==> src/srlm_pkg.sv <==
package srlm_pkg;

  // Tick counter width; a wait ends with a timeout when it would reach 2^COUNT_BITS.
  localparam int COUNT_BITS = 16;

  localparam int THR_W      = 10;
  localparam int TICK_W     = 8;
  localparam int SAMPLE_W   = 10;
  localparam int LAT_W      = 14;
  localparam int CFG_IDX_W  = 3;
  localparam int CFG_DATA_W = 10;

  // ms result = (count * tick_us + ROUND_OFS) / 1000, saturated at LAT_SAT
  localparam int ROUND_OFS  = 500;
  localparam int LAT_SAT    = 16383;
  localparam int SAT_X      = (LAT_SAT + 1) * 1000;

  // Numerator width before saturation
  localparam int X_W        = COUNT_BITS + TICK_W + 1;
  // Below SAT_X the numerator fits in DIV_IN_W bits
  localparam int DIV_IN_W   = 24;
  localparam int CMP_W      = (X_W > DIV_IN_W + 1) ? X_W : DIV_IN_W + 1;

  // x / 1000 = (x >> 3) / 125, the latter by reciprocal multiply
  localparam int DIV_Y_W      = DIV_IN_W - 3;
  localparam int RECIP_SHIFT  = 28;
  localparam int RECIP_W      = 22;
  localparam logic [RECIP_W-1:0] RECIP = RECIP_W'(2147484);
  localparam int QPROD_W      = DIV_Y_W + RECIP_W;

  typedef enum logic [1:0] {
    STATUS_MEASURED = 2'd0,
    STATUS_TIMEOUT  = 2'd1,
    STATUS_ABORT    = 2'd2
  } status_e;

  typedef enum logic [CFG_IDX_W-1:0] {
    CFG_RESP_THR = 3'd0,
    CFG_RISING   = 3'd1,
    CFG_TRIG_EN  = 3'd2,
    CFG_TRIG_THR = 3'd3,
    CFG_KEY_THR  = 3'd4,
    CFG_TICK_US  = 3'd5
  } cfg_idx_e;

  typedef enum logic {
    ACT_START = 1'b0,
    ACT_TICK  = 1'b1
  } action_e;

  typedef struct packed {
    logic [THR_W-1:0]  resp_thr;
    logic              rising;
    logic              trig_en;
    logic [THR_W-1:0]  trig_thr;
    logic [THR_W-1:0]  key_thr;
    logic [TICK_W-1:0] tick_us;
  } cfg_t;

  // Outcome of one request, before the latency conversion
  typedef struct packed {
    logic                  stimulus;
    logic                  done;
    status_e               status;
    logic                  measured;
    logic [COUNT_BITS-1:0] count;
  } res_t;

endpackage

==> src/stimulus_response_latency_meter_core.sv <==
// Stimulus-to-response latency meter, one request per converter sample set.
//
// Channels (valid/ready, a request moves when both are high):
//   config : cfg_index_i selects the register (0 response threshold,
//            1 rising polarity, 2 trigger enable, 3 trigger threshold,
//            4 key threshold, 5 tick_us), cfg_data_i carries the value.
//            Always ready; write only while no request is in flight.
//   input  : action_i (0 start, 1 tick) plus the three 10-bit samples.
//   output : one result per input request: stimulus_on_o, done_res_o,
//            status_o (0 measured, 1 timeout, 2 key abort), latency_ms_o.
// Path: each result passes the ctrl result register, then conversion stages 2, 3 and 4.
// Throughput: one request per cycle unless stalled; the tick counter and phase update
//   in the accept cycle, the ms conversion (multiply, reciprocal divide
//   by 1000) runs in three registered stages behind it.
// Stall: the whole pipe freezes while the output is held; in_ready_o
//   drops only when the output register is full and not taken.
// Reset: registers return to defaults, phase idle, stimulus off,
//   pipe empty.
module stimulus_response_latency_meter_core (
  input  logic                            clk_i,
  input  logic                            rst_ni,
  // config write channel
  input  logic                            cfg_valid_i,
  output logic                            cfg_ready_o,
  input  logic [srlm_pkg::CFG_IDX_W-1:0]  cfg_index_i,
  input  logic [srlm_pkg::CFG_DATA_W-1:0] cfg_data_i,
  // input requests
  input  logic                            in_valid_i,
  output logic                            in_ready_o,
  input  logic                            action_i,
  input  logic [srlm_pkg::SAMPLE_W-1:0]   sensor_sample_i,
  input  logic [srlm_pkg::SAMPLE_W-1:0]   trigger_sample_i,
  input  logic [srlm_pkg::SAMPLE_W-1:0]   key_level_i,
  // results
  output logic                            out_valid_o,
  input  logic                            out_ready_i,
  output logic                            stimulus_on_o,
  output logic                            done_res_o,
  output logic [1:0]                      status_o,
  output logic [srlm_pkg::LAT_W-1:0]      latency_ms_o
);

  srlm_pkg::cfg_t    cfg;
  srlm_pkg::res_t    res;
  srlm_pkg::status_e status;
  logic              res_valid;
  logic              pipe_en;   // advance every stage together
  logic              accept;

  assign cfg_ready_o = 1'b1;
  assign pipe_en     = !out_valid_o || out_ready_i;
  assign in_ready_o  = pipe_en;
  assign accept      = in_valid_i && pipe_en;

  srlm_cfg_regs u_cfg (
    .clk_i   (clk_i),
    .rst_ni  (rst_ni),
    .wr_i    (cfg_valid_i),
    .index_i (cfg_index_i),
    .data_i  (cfg_data_i),
    .cfg_o   (cfg)
  );

  // phase, tick counter and stimulus; first pipe register
  srlm_ctrl u_ctrl (
    .clk_i            (clk_i),
    .rst_ni           (rst_ni),
    .cfg_i            (cfg),
    .en_i             (pipe_en),
    .accept_i         (accept),
    .action_i         (action_i),
    .sensor_sample_i  (sensor_sample_i),
    .trigger_sample_i (trigger_sample_i),
    .key_level_i      (key_level_i),
    .res_valid_o      (res_valid),
    .res_o            (res)
  );

  // count -> rounded ms, saturating
  srlm_conv u_conv (
    .clk_i       (clk_i),
    .rst_ni      (rst_ni),
    .en_i        (pipe_en),
    .tick_us_i   (cfg.tick_us),
    .res_valid_i (res_valid),
    .res_i       (res),
    .out_valid_o (out_valid_o),
    .stimulus_o  (stimulus_on_o),
    .done_o      (done_res_o),
    .status_o    (status),
    .latency_o   (latency_ms_o)
  );

  assign status_o = status;

  // Nothing finishes without a start having raised the stimulus.
  a_done_needs_stim: assert property (@(posedge clk_i) disable iff (!rst_ni)
    out_valid_o && done_res_o |-> stimulus_on_o)
    else $error("measurement finished with stimulus off");

  // An unfinished result carries neither status nor latency.
  a_idle_result_zero: assert property (@(posedge clk_i) disable iff (!rst_ni)
    out_valid_o && !done_res_o |-> status_o == 2'd0 && latency_ms_o == '0)
    else $error("status or latency set on unfinished result");

  // Aborts and timeouts report zero latency.
  a_fail_zero_lat: assert property (@(posedge clk_i) disable iff (!rst_ni)
    out_valid_o && done_res_o && status_o != 2'd0 |-> latency_ms_o == '0)
    else $error("nonzero latency on abort or timeout");

endmodule

==> src/srlm_cfg_regs.sv <==
module srlm_cfg_regs (
  input  logic                             clk_i,
  input  logic                             rst_ni,
  input  logic                             wr_i,
  input  logic [srlm_pkg::CFG_IDX_W-1:0]   index_i,
  input  logic [srlm_pkg::CFG_DATA_W-1:0]  data_i,
  output srlm_pkg::cfg_t                   cfg_o
);

  srlm_pkg::cfg_t cfg_q;
  srlm_pkg::cfg_t cfg_d;

  always_comb begin
    cfg_d = cfg_q;
    if (wr_i) begin
      case (srlm_pkg::cfg_idx_e'(index_i))
        srlm_pkg::CFG_RESP_THR: cfg_d.resp_thr = data_i[srlm_pkg::THR_W-1:0];
        srlm_pkg::CFG_RISING:   cfg_d.rising   = data_i[0];
        srlm_pkg::CFG_TRIG_EN:  cfg_d.trig_en  = data_i[0];
        srlm_pkg::CFG_TRIG_THR: cfg_d.trig_thr = data_i[srlm_pkg::THR_W-1:0];
        srlm_pkg::CFG_KEY_THR:  cfg_d.key_thr  = data_i[srlm_pkg::THR_W-1:0];
        srlm_pkg::CFG_TICK_US:  cfg_d.tick_us  = data_i[srlm_pkg::TICK_W-1:0];
        default: ; // unmapped index, write dropped
      endcase
    end
  end

  always_ff @(posedge clk_i or negedge rst_ni) begin
    if (!rst_ni) begin
      cfg_q.resp_thr <= srlm_pkg::THR_W'(512);
      cfg_q.rising   <= 1'b0;
      cfg_q.trig_en  <= 1'b0;
      cfg_q.trig_thr <= srlm_pkg::THR_W'(512);
      cfg_q.key_thr  <= srlm_pkg::THR_W'(1000);
      cfg_q.tick_us  <= srlm_pkg::TICK_W'(64);
    end else begin
      cfg_q <= cfg_d;
    end
  end

  assign cfg_o = cfg_q;

endmodule

==> src/srlm_ctrl.sv <==
module srlm_ctrl (
  input  logic                            clk_i,
  input  logic                            rst_ni,
  input  srlm_pkg::cfg_t                  cfg_i,
  input  logic                            en_i,
  input  logic                            accept_i,
  input  logic                            action_i,
  input  logic [srlm_pkg::SAMPLE_W-1:0]   sensor_sample_i,
  input  logic [srlm_pkg::SAMPLE_W-1:0]   trigger_sample_i,
  input  logic [srlm_pkg::SAMPLE_W-1:0]   key_level_i,
  output logic                            res_valid_o,
  output srlm_pkg::res_t                  res_o
);

  typedef enum logic [1:0] {
    PH_IDLE = 2'd0,
    PH_TRIG = 2'd1,
    PH_RESP = 2'd2
  } phase_e;

  phase_e                          phase_q, phase_d;
  logic [srlm_pkg::COUNT_BITS-1:0] count_q, count_d;
  logic                            stim_q, stim_d;
  logic                            res_valid_q;
  srlm_pkg::res_t                  res_q, res_d;
  logic                            hit;

  always_comb begin
    phase_d         = phase_q;
    count_d         = count_q;
    stim_d          = stim_q;
    hit             = 1'b0;
    res_d.done      = 1'b0;
    res_d.status    = srlm_pkg::STATUS_MEASURED;
    res_d.measured  = 1'b0;
    res_d.count     = count_q;

    if (srlm_pkg::action_e'(action_i) == srlm_pkg::ACT_START) begin
      stim_d  = 1'b1;
      count_d = '0;
      phase_d = cfg_i.trig_en ? PH_TRIG : PH_RESP;
    end else begin
      case (phase_q)
        PH_TRIG, PH_RESP: begin
          if (phase_q == PH_TRIG) begin
            hit = trigger_sample_i > cfg_i.trig_thr;
          end else if (cfg_i.rising) begin
            hit = sensor_sample_i > cfg_i.resp_thr;
          end else begin
            hit = sensor_sample_i < cfg_i.resp_thr;
          end

          if (hit && phase_q == PH_TRIG) begin
            // armed: restart timing
            count_d = '0;
            phase_d = PH_RESP;
          end else if (hit) begin
            res_d.done     = 1'b1;
            res_d.measured = 1'b1;
            phase_d        = PH_IDLE;
          end else if (key_level_i < cfg_i.key_thr) begin
            res_d.done   = 1'b1;
            res_d.status = srlm_pkg::STATUS_ABORT;
            phase_d      = PH_IDLE;
          end else if (&count_q) begin
            // count would wrap; it is cleared, and no later result uses it
            res_d.done   = 1'b1;
            res_d.status = srlm_pkg::STATUS_TIMEOUT;
            count_d      = '0;
            phase_d      = PH_IDLE;
          end else begin
            count_d = count_q + 1'b1;
          end
        end
        default: phase_d = PH_IDLE;
      endcase
    end
    res_d.stimulus = stim_d;
  end

  always_ff @(posedge clk_i or negedge rst_ni) begin
    if (!rst_ni) begin
      phase_q     <= PH_IDLE;
      count_q     <= '0;
      stim_q      <= 1'b0;
      res_valid_q <= 1'b0;
      res_q       <= '0;
    end else begin
      if (accept_i) begin
        phase_q <= phase_d;
        count_q <= count_d;
        stim_q  <= stim_d;
      end
      if (en_i) begin
        res_valid_q <= accept_i;
        res_q       <= res_d;
      end
    end
  end

  assign res_valid_o = res_valid_q;
  assign res_o       = res_q;

endmodule

==> src/srlm_conv.sv <==
module srlm_conv (
  input  logic                          clk_i,
  input  logic                          rst_ni,
  input  logic                          en_i,
  input  logic [srlm_pkg::TICK_W-1:0]   tick_us_i,
  input  logic                          res_valid_i,
  input  srlm_pkg::res_t                res_i,
  output logic                          out_valid_o,
  output logic                          stimulus_o,
  output logic                          done_o,
  output srlm_pkg::status_e             status_o,
  output logic [srlm_pkg::LAT_W-1:0]    latency_o
);

  typedef struct packed {
    logic              stimulus;
    logic              done;
    srlm_pkg::status_e status;
    logic              measured;
  } flags_t;

  // stage 2: rounded numerator
  logic                          s2_valid_q;
  flags_t                        s2_flags_q;
  logic [srlm_pkg::X_W-1:0]      s2_x_q, s2_x_d;
  // stage 3: saturation flag and reciprocal product
  logic                          s3_valid_q;
  flags_t                        s3_flags_q;
  logic                          s3_sat_q, s3_sat_d;
  logic [srlm_pkg::QPROD_W-1:0]  s3_prod_q, s3_prod_d;
  // stage 4: output register
  logic                          s4_valid_q;
  flags_t                        s4_flags_q;
  logic [srlm_pkg::LAT_W-1:0]    s4_lat_q, s4_lat_d;

  logic [srlm_pkg::CMP_W-1:0]    x_ext;
  logic [srlm_pkg::DIV_Y_W-1:0]  y;
  flags_t                        s1_flags;

  assign s1_flags = '{stimulus: res_i.stimulus, done: res_i.done,
                      status: res_i.status, measured: res_i.measured};

  assign s2_x_d = srlm_pkg::X_W'(res_i.count) * srlm_pkg::X_W'(tick_us_i)
                + srlm_pkg::X_W'(srlm_pkg::ROUND_OFS);

  assign x_ext     = srlm_pkg::CMP_W'(s2_x_q);
  assign s3_sat_d  = x_ext >= srlm_pkg::CMP_W'(srlm_pkg::SAT_X);
  assign y         = x_ext[srlm_pkg::DIV_IN_W-1:3];
  assign s3_prod_d = srlm_pkg::QPROD_W'(y) * srlm_pkg::QPROD_W'(srlm_pkg::RECIP);

  always_comb begin
    if (!s3_flags_q.measured) begin
      s4_lat_d = '0;
    end else if (s3_sat_q) begin
      s4_lat_d = srlm_pkg::LAT_W'(srlm_pkg::LAT_SAT);
    end else begin
      s4_lat_d = s3_prod_q[srlm_pkg::RECIP_SHIFT +: srlm_pkg::LAT_W];
    end
  end

  always_ff @(posedge clk_i or negedge rst_ni) begin
    if (!rst_ni) begin
      s2_valid_q <= 1'b0;
      s3_valid_q <= 1'b0;
      s4_valid_q <= 1'b0;
    end else if (en_i) begin
      s2_valid_q <= res_valid_i;
      s3_valid_q <= s2_valid_q;
      s4_valid_q <= s3_valid_q;
    end
  end

  always_ff @(posedge clk_i) begin
    if (en_i) begin
      s2_flags_q <= s1_flags;
      s2_x_q     <= s2_x_d;
      s3_flags_q <= s2_flags_q;
      s3_sat_q   <= s3_sat_d;
      s3_prod_q  <= s3_prod_d;
      s4_flags_q <= s3_flags_q;
      s4_lat_q   <= s4_lat_d;
    end
  end

  assign out_valid_o = s4_valid_q;
  assign stimulus_o  = s4_flags_q.stimulus;
  assign done_o      = s4_flags_q.done;
  assign status_o    = s4_flags_q.status;
  assign latency_o   = s4_lat_q;

endmodule

==> config.mk <==
export PLATFORM = sky130hd
export DESIGN_NAME = stimulus_response_latency_meter_core
export DESIGN_NICKNAME = d
export VERILOG_FILES = /design/src/srlm_pkg.sv /design/src/stimulus_response_latency_meter_core.sv /design/src/srlm_cfg_regs.sv /design/src/srlm_ctrl.sv /design/src/srlm_conv.sv
export SDC_FILE = /design/constraint.sdc
export NUM_CORES = 1
export LEC_CHECK = 0
export BUFFER_PORTS_ARGS = -buffer_cell sky130_fd_sc_hd__buf_2
export CAP_MARGIN = 20
export CORE_MARGIN = 2
export CORE_UTILIZATION = 60
export DETAILED_ROUTE_END_ITERATION = 12
export GPL_ROUTABILITY_DRIVEN = 0
export PLACE_DENSITY = 0.8
export SYNTH_ARGS = -nofsm -noshare
export SYNTH_HDL_FRONTEND = slang
export SYNTH_SLANG_ARGS = --single-unit
==> constraint.sdc <==
create_clock -name clk_i -period 11.65 [get_ports clk_i]
set_clock_uncertainty 0.1 [all_clocks]
set_input_delay 0.5825 -clock clk_i [delete_from_list [all_inputs] [get_ports clk_i]]
set_output_delay 0.5825 -clock clk_i [all_outputs]
set_load 0.005 [all_outputs]
# ---- Word-level counts from Yosys, hierarchy flattened
# Index checks and enable logic that the tools add are counted.
dict set report classes {
  n_mux 27
  eq_ne 11
  n_mul 2
  add_sub_neg 2
  n_reduce_logical 15
  order_cmp 5
}
# cell n
set op_table {}
lappend op_table {{$mux 16} 6}
lappend op_table {{$mul 21x20->40 const B} 1}
lappend op_table {{$add 24x9->25 const B} 1}
lappend op_table {{$ge 25x24->1 const B} 1}
lappend op_table {{$mul 16x8->24} 1}
lappend op_table {{$gt 10x10->1} 2}
lappend op_table {{$lt 10x10->1} 2}
lappend op_table {{$add 16x1->16 const B} 1}
lappend op_table {{$mux 2} 8}
lappend op_table {{$reduce_and 16->1} 1}
lappend op_table {{$mux 14} 1}
lappend op_table {{$reduce_and 2->1} 7}
lappend op_table {{$mux 4} 3}
lappend op_table {{$mux 1} 7}
lappend op_table {{$eq 3x2->1 const B} 2}
lappend op_table {{$eq 3x3->1 const B} 2}
lappend op_table {{$mux 3} 2}
lappend op_table {{$ne 6x2->1 const B} 1}
lappend op_table {{$reduce_and 4->1} 1}
lappend op_table {{$eq 3x1->1 const B} 1}
lappend op_table {{$logic_not 3->1} 1}
lappend op_table {{$ne 3x2->1 const B} 1}
lappend op_table {{$ne 3x3->1 const B} 1}
lappend op_table {{$eq 2x1->1 const B} 1}
lappend op_table {{other kinds (6)} 7}
dict set report word_totals {
  output_inout_bits 21
  elab_cells 95
  register_bits 178
}

# ---- Longest topological paths before layout
dict set report depth {
  word_depth 9
  depth_mapped 22
  ltp_nobuf 22
}

# ---- Cells and area by module
# A second synthesis with hierarchy kept.
dict set report hier_totals {
  cells_unflattened 1574
  area_unflattened_um2 16537.1
}
# mod area_per_inst_um2 instances cells_per_inst
set by_module_without_submodules {}
lappend by_module_without_submodules {srlm_conv 12155.4 1 1197}
lappend by_module_without_submodules {srlm_ctrl 2790.2 1 284}
lappend by_module_without_submodules {srlm_cfg_regs 1557.7 1 89}
lappend by_module_without_submodules {stimulus_response_latency_meter_core 33.8 1 4}

# ---- Worst setup path after synthesis
# No wires, ideal clock.
dict set report synth_path {
  kind {register -> register}
  start {register u_conv.s2_x_q[10] in the netlist's numbering}
  end {register u_conv.s3_prod_q[35] in the netlist's numbering (data pin)}
  t_required_ns 11.292
  setup_ns 0.258
  path_slack_ns 5.674
  stages_incl_launch_ff 22
  t_arrival_ns 5.619
  cell_sequence {edfxtp_1 -> ha_1 -> ha_1 -> fa_1 -> inv_1 -> fa_1 -> inv_1 -> fa_1 -> fa_1 -> inv_1 -> fa_1 -> inv_1 -> ha_1 -> o21a_1 -> a21oi_2 -> o21ai_1 -> a211o_1 -> nor3_4 -> a21oi_2 -> a31o_1 -> a21oi_2 -> xnor2_1}
}
dict set report synth_between {
  elab_chain_cells 1
}
# element line_no
set synth_lines {}
lappend synth_lines {{start, declared} srlm_conv.sv:25} ;# logic [srlm_pkg::X_W-1:0] s2_x_q, s2_x_d;
lappend synth_lines {{start signal, assigned} srlm_conv.sv:76} ;# s2_x_q <= s2_x_d;
lappend synth_lines {{$mul 21x20->40} srlm_conv.sv:49} ;# assign s3_prod_d = srlm_pkg::QPROD_W'(y) * srlm_pkg::QPROD_W'(srlm_pkg::RECIP);
lappend synth_lines {{net u_conv.s3_prod_d (one bit)} srlm_conv.sv:30} ;# logic [srlm_pkg::QPROD_W-1:0] s3_prod_q, s3_prod_d;
lappend synth_lines {{end signal, assigned} srlm_conv.sv:79} ;# s3_prod_q <= s3_prod_d;
lappend synth_lines {{end, declared} srlm_conv.sv:30}
# The timed path passes the listed nets, and every way through them passes these cells.
# A chain may end at the register's enable or synchronous reset.

# ---- Final worst setup path
dict set report layout_path {
  start {register u_conv.s2_x_q[8] in the netlist's numbering}
  end {register u_conv.s3_prod_q[41] in the netlist's numbering (data pin)}
}
# The elaborated chain is that of the path after synthesis.

==> summary.md <==
| Metric | Value |
|---|---|
| Commonest cells after routing, fill and taps aside | `inv_1 (342), ha_1 (266), fa_1 (180)` |
| TritonCTS clock tree | `built` |
| N_diodes | `0` |
| Clock transition at path regs | `0.07 ns` |
| Worst-Margin Slew | `0.898 ns` |
| Final hold viol count | `0` |
| Synth Warn # | `0` |
| Port buffer count | `68` |
| Largest family of logic cells by synthesized area | `adder cells` |
| Area used by multi-input combinational logic | `10600 um2` |
| Synth Register Bits | `152` |
| Sum of negative setup slack | `0 ns` |
| Fin. max-slew vios | `0` |
| FF+latch area | `4160 um2` |
| Final antenna-violating net count | `0` |
| Layout cells sized above 1 | `9.40%` |
| Period minus WS final | `6.40 ns` |
| First-pass GRT wire length | `57300 um` |
| CP required | `11.70 ns` |
| Initial Util | `60.5%` |
| Main flop type after synthesis | `dfrtp_1` |
| Drt drc | `0` |
| Startpoint Class | `flop` |
| DR vias | `11100` |
| Drt initial violations | `572` |
| Unrepaired setup endpoints after global routing | `no` |
| Row count | `60` |
| Compound-Gate Fraction of Synth Area | `8.25%` |
| Syn Inst Count | `1596` |
| Routed WL per cell | `17.1 um` |
| Seq/Total Area, Yosys | `25.7%` |
| CP arrival | `6.45 ns` |
| Sink Count | `152` |
| Mapped cell area | `16200 um2` |
| Period utilization | `54.9%` |
| Synth Area per Inst | `10.1 um2` |
| Synth Area in Simple Gates | `11.2%` |
| Num CTS Buffers | `17` |
| Core Region | `26700 um2` |
| Commonest non-fill, non-tap cell in the layout | `inv_1` |
| Area delta synth->final | `8.04%` |
| Post-DP HPWL | `27200 um` |
| Clock Latency Late Sink | `0.45 ns` |
| FMAX | `156 MHz` |
| Async set-or-reset flop fraction in the synthesized netlist | `55.3%` |
| Post-synth EDFFs | `68` |
| Chip height | `168 um` |
| CP endpoint kind | `flop` |
| Crit path max fanout | `6` |
| IO Pins | `70` |
| Max_cap viols | `0` |
| Grt ovf | `0` |
| Average vias per placed instance | `5.53` |
| Initial antenna violation count | `0` |
| Die area | `28300 um2` |
| Filler cells | `2038` |
| Adder-cell share of the synthesized area | `42.9%` |
| Final WL | `34300 um` |
| Status | `finished clean` |
| Post-synthesis cell type count | `68` |
| HP Class | `input pin to flop` |
| DRT Pass-1 Iters | `5` |
| Pin count of the biggest net entering global routing | `85` |
| Clk buf depth | `2` |
| Vias in the first global route | `11900` |
| Die X | `168 um` |
| Post-layout nets | `2152` |
| Post-CTS setup buffers | `0` |
| Crit Path Class | `flop to flop` |
| Final setup fails | `0` |
| XOR/XNOR share of the synthesized area | `1.36%` |
| Total Routing Usage GR | `25.5%` |
| Root Buffer | `clkbuf_16` |
| H-tree depth | `4` |
| Mux cell area share after synthesis | `1.73%` |
| Syn_nets | `2091` |
| Slew margin rel. | `40.0%` |
==> metrics by stage <==
stage          utilization, %  hold slack (ns)  setup slack, ns  std cells  cell area (um2)
2_1_floorplan               -            0.187             5.67       1596            16200
3_3_place_gp             63.0            0.304             5.40       1976            16800
3_5_place_dp             63.0            0.305             5.26       1976            16800
4_1_cts                  65.1            0.265             5.25       2008            17400
5_1_grt                  65.3            0.298             4.95       2011            17500
6_report                 65.3            0.301             5.25       2011            17500
==> cells in the mapped netlist (4+ instances only) <==
library cell	instances	area, um2
a211oi_1	4	30.0
a21o_1	27	203
a21oi_1	39	195
a21oi_2	4	35.0
a31oi_1	16	100
and2_1	66	413
and3_1	9	56.3
clkbuf_1	29	109
dfrtp_1	75	1880
dfstp_2	9	236
edfxtp_1	68	2040
fa_1	180	3600
ha_1	266	3330
inv_1	343	1290
mux2_2	24	270
nand2_1	177	664
nand2b_1	13	81.3
nand3_1	16	80.1
nand4_1	12	75.1
nor2_1	36	135
nor2b_1	9	56.3
nor3_1	12	60.1
nor4_1	4	25.0
o21a_1	21	158
o21ai_0	43	215
o21ai_1	4	20.0
o31ai_1	5	37.5
or3_1	6	37.5
xnor2_1	18	158
xor2_1	7	61.3
==> registers in the layout (all words and copies together), names as in the netlist, 2 cells and up <==
register	flops
u_conv.s2_x_q	25
u_ctrl.res_o	21
u_ctrl.phase_q	2
u_conv.s2_flags_q	5
u_conv.s3_flags_q	5
u_ctrl.count_q	16
u_conv.s3_prod_q	14
u_conv.status_o	2
u_conv.latency_o	14
u_cfg.cfg_o	40
==> critical path, stage by stage, from the launching register on <==
cell and delay (ns):
edfxtp_1 0.56, inv_1 0.14, ha_1 0.35, ha_1 0.24
fa_1 0.47, fa_1 0.56, fa_1 0.44, fa_1 0.55
inv_1 0.06, fa_1 0.53, inv_1 0.05, ha_1 0.34
o21a_1 0.22, a21oi_2 0.15, o21ai_1 0.08, a211o_1 0.33
nor3_4 0.33, a211o_1 0.23, a31oi_2 0.15, nand4_1 0.14
o311ai_1 0.10
==> area by class of cell <==
| class | count | area share, % |
|---|---|---|
| multi-input cells | 1068 | 60.6 |
| well taps | 341 | 2.44 |
| repair buffers | 75 | 2.39 |
| flip-flops and latches | 152 | 23.8 |
| inverters | 343 | 7.38 |
| clock inverters | 15 | 0.896 |
| clock buffers | 17 | 2.44 |
==> repair_timing <==
item	CTS	global route
hold buffers	0	1
hold endpoints to repair	0	10
gates resized for setup	0	0
==> metal layers <==
metal	GRT usage (%)	part of all wire (%)
met1	30.9	41
met2	46.8	53
met3	3.46	3.4
met4	8.81	2.8
met5	0	0
==> cells by family (layout without fill, tap and decap cells) <==
logic type | after synthesis | after routing
fa+ha+maj | 446 | 446
buf+inv | 376 | 450
simple gates | 375 | 375
compound gates | 196 | 196
flops | 152 | 152
xor+xnor | 25 | 25
mux | 25 | 25
other cells | 1 | 1
==> worst paths after layout <==
check                                                     from                             end  slack (ns)  depth (start not counted)
worst max register to register      u_conv.s2_x_q[8]$_DFFE_PN_  u_conv.s3_prod_q[41]$_DFFE_PN_        5.25                         20
worst min-delay path                             cfg_data_i[9]     u_cfg.cfg_o[39]$_DFFE_PN1P_        0.30                          3
worst max-delay path                u_conv.s2_x_q[8]$_DFFE_PN_  u_conv.s3_prod_q[41]$_DFFE_PN_        5.25                         20
worst min register to register  u_conv.s2_flags_q[2]$_DFFE_PN_  u_conv.s3_flags_q[2]$_DFFE_PN_        0.32                          0
min in group asynchronous                               rst_ni    u_ctrl.res_o[20]$_DFFE_PN0N_        0.41                          2
max in group asynchronous                               rst_ni      u_cfg.cfg_o[6]$_DFFE_PN1P_       10.38                          3
Power is not shown: default switching activity piles up to over one toggle a cycle in this logic, so the estimate is an artifact.
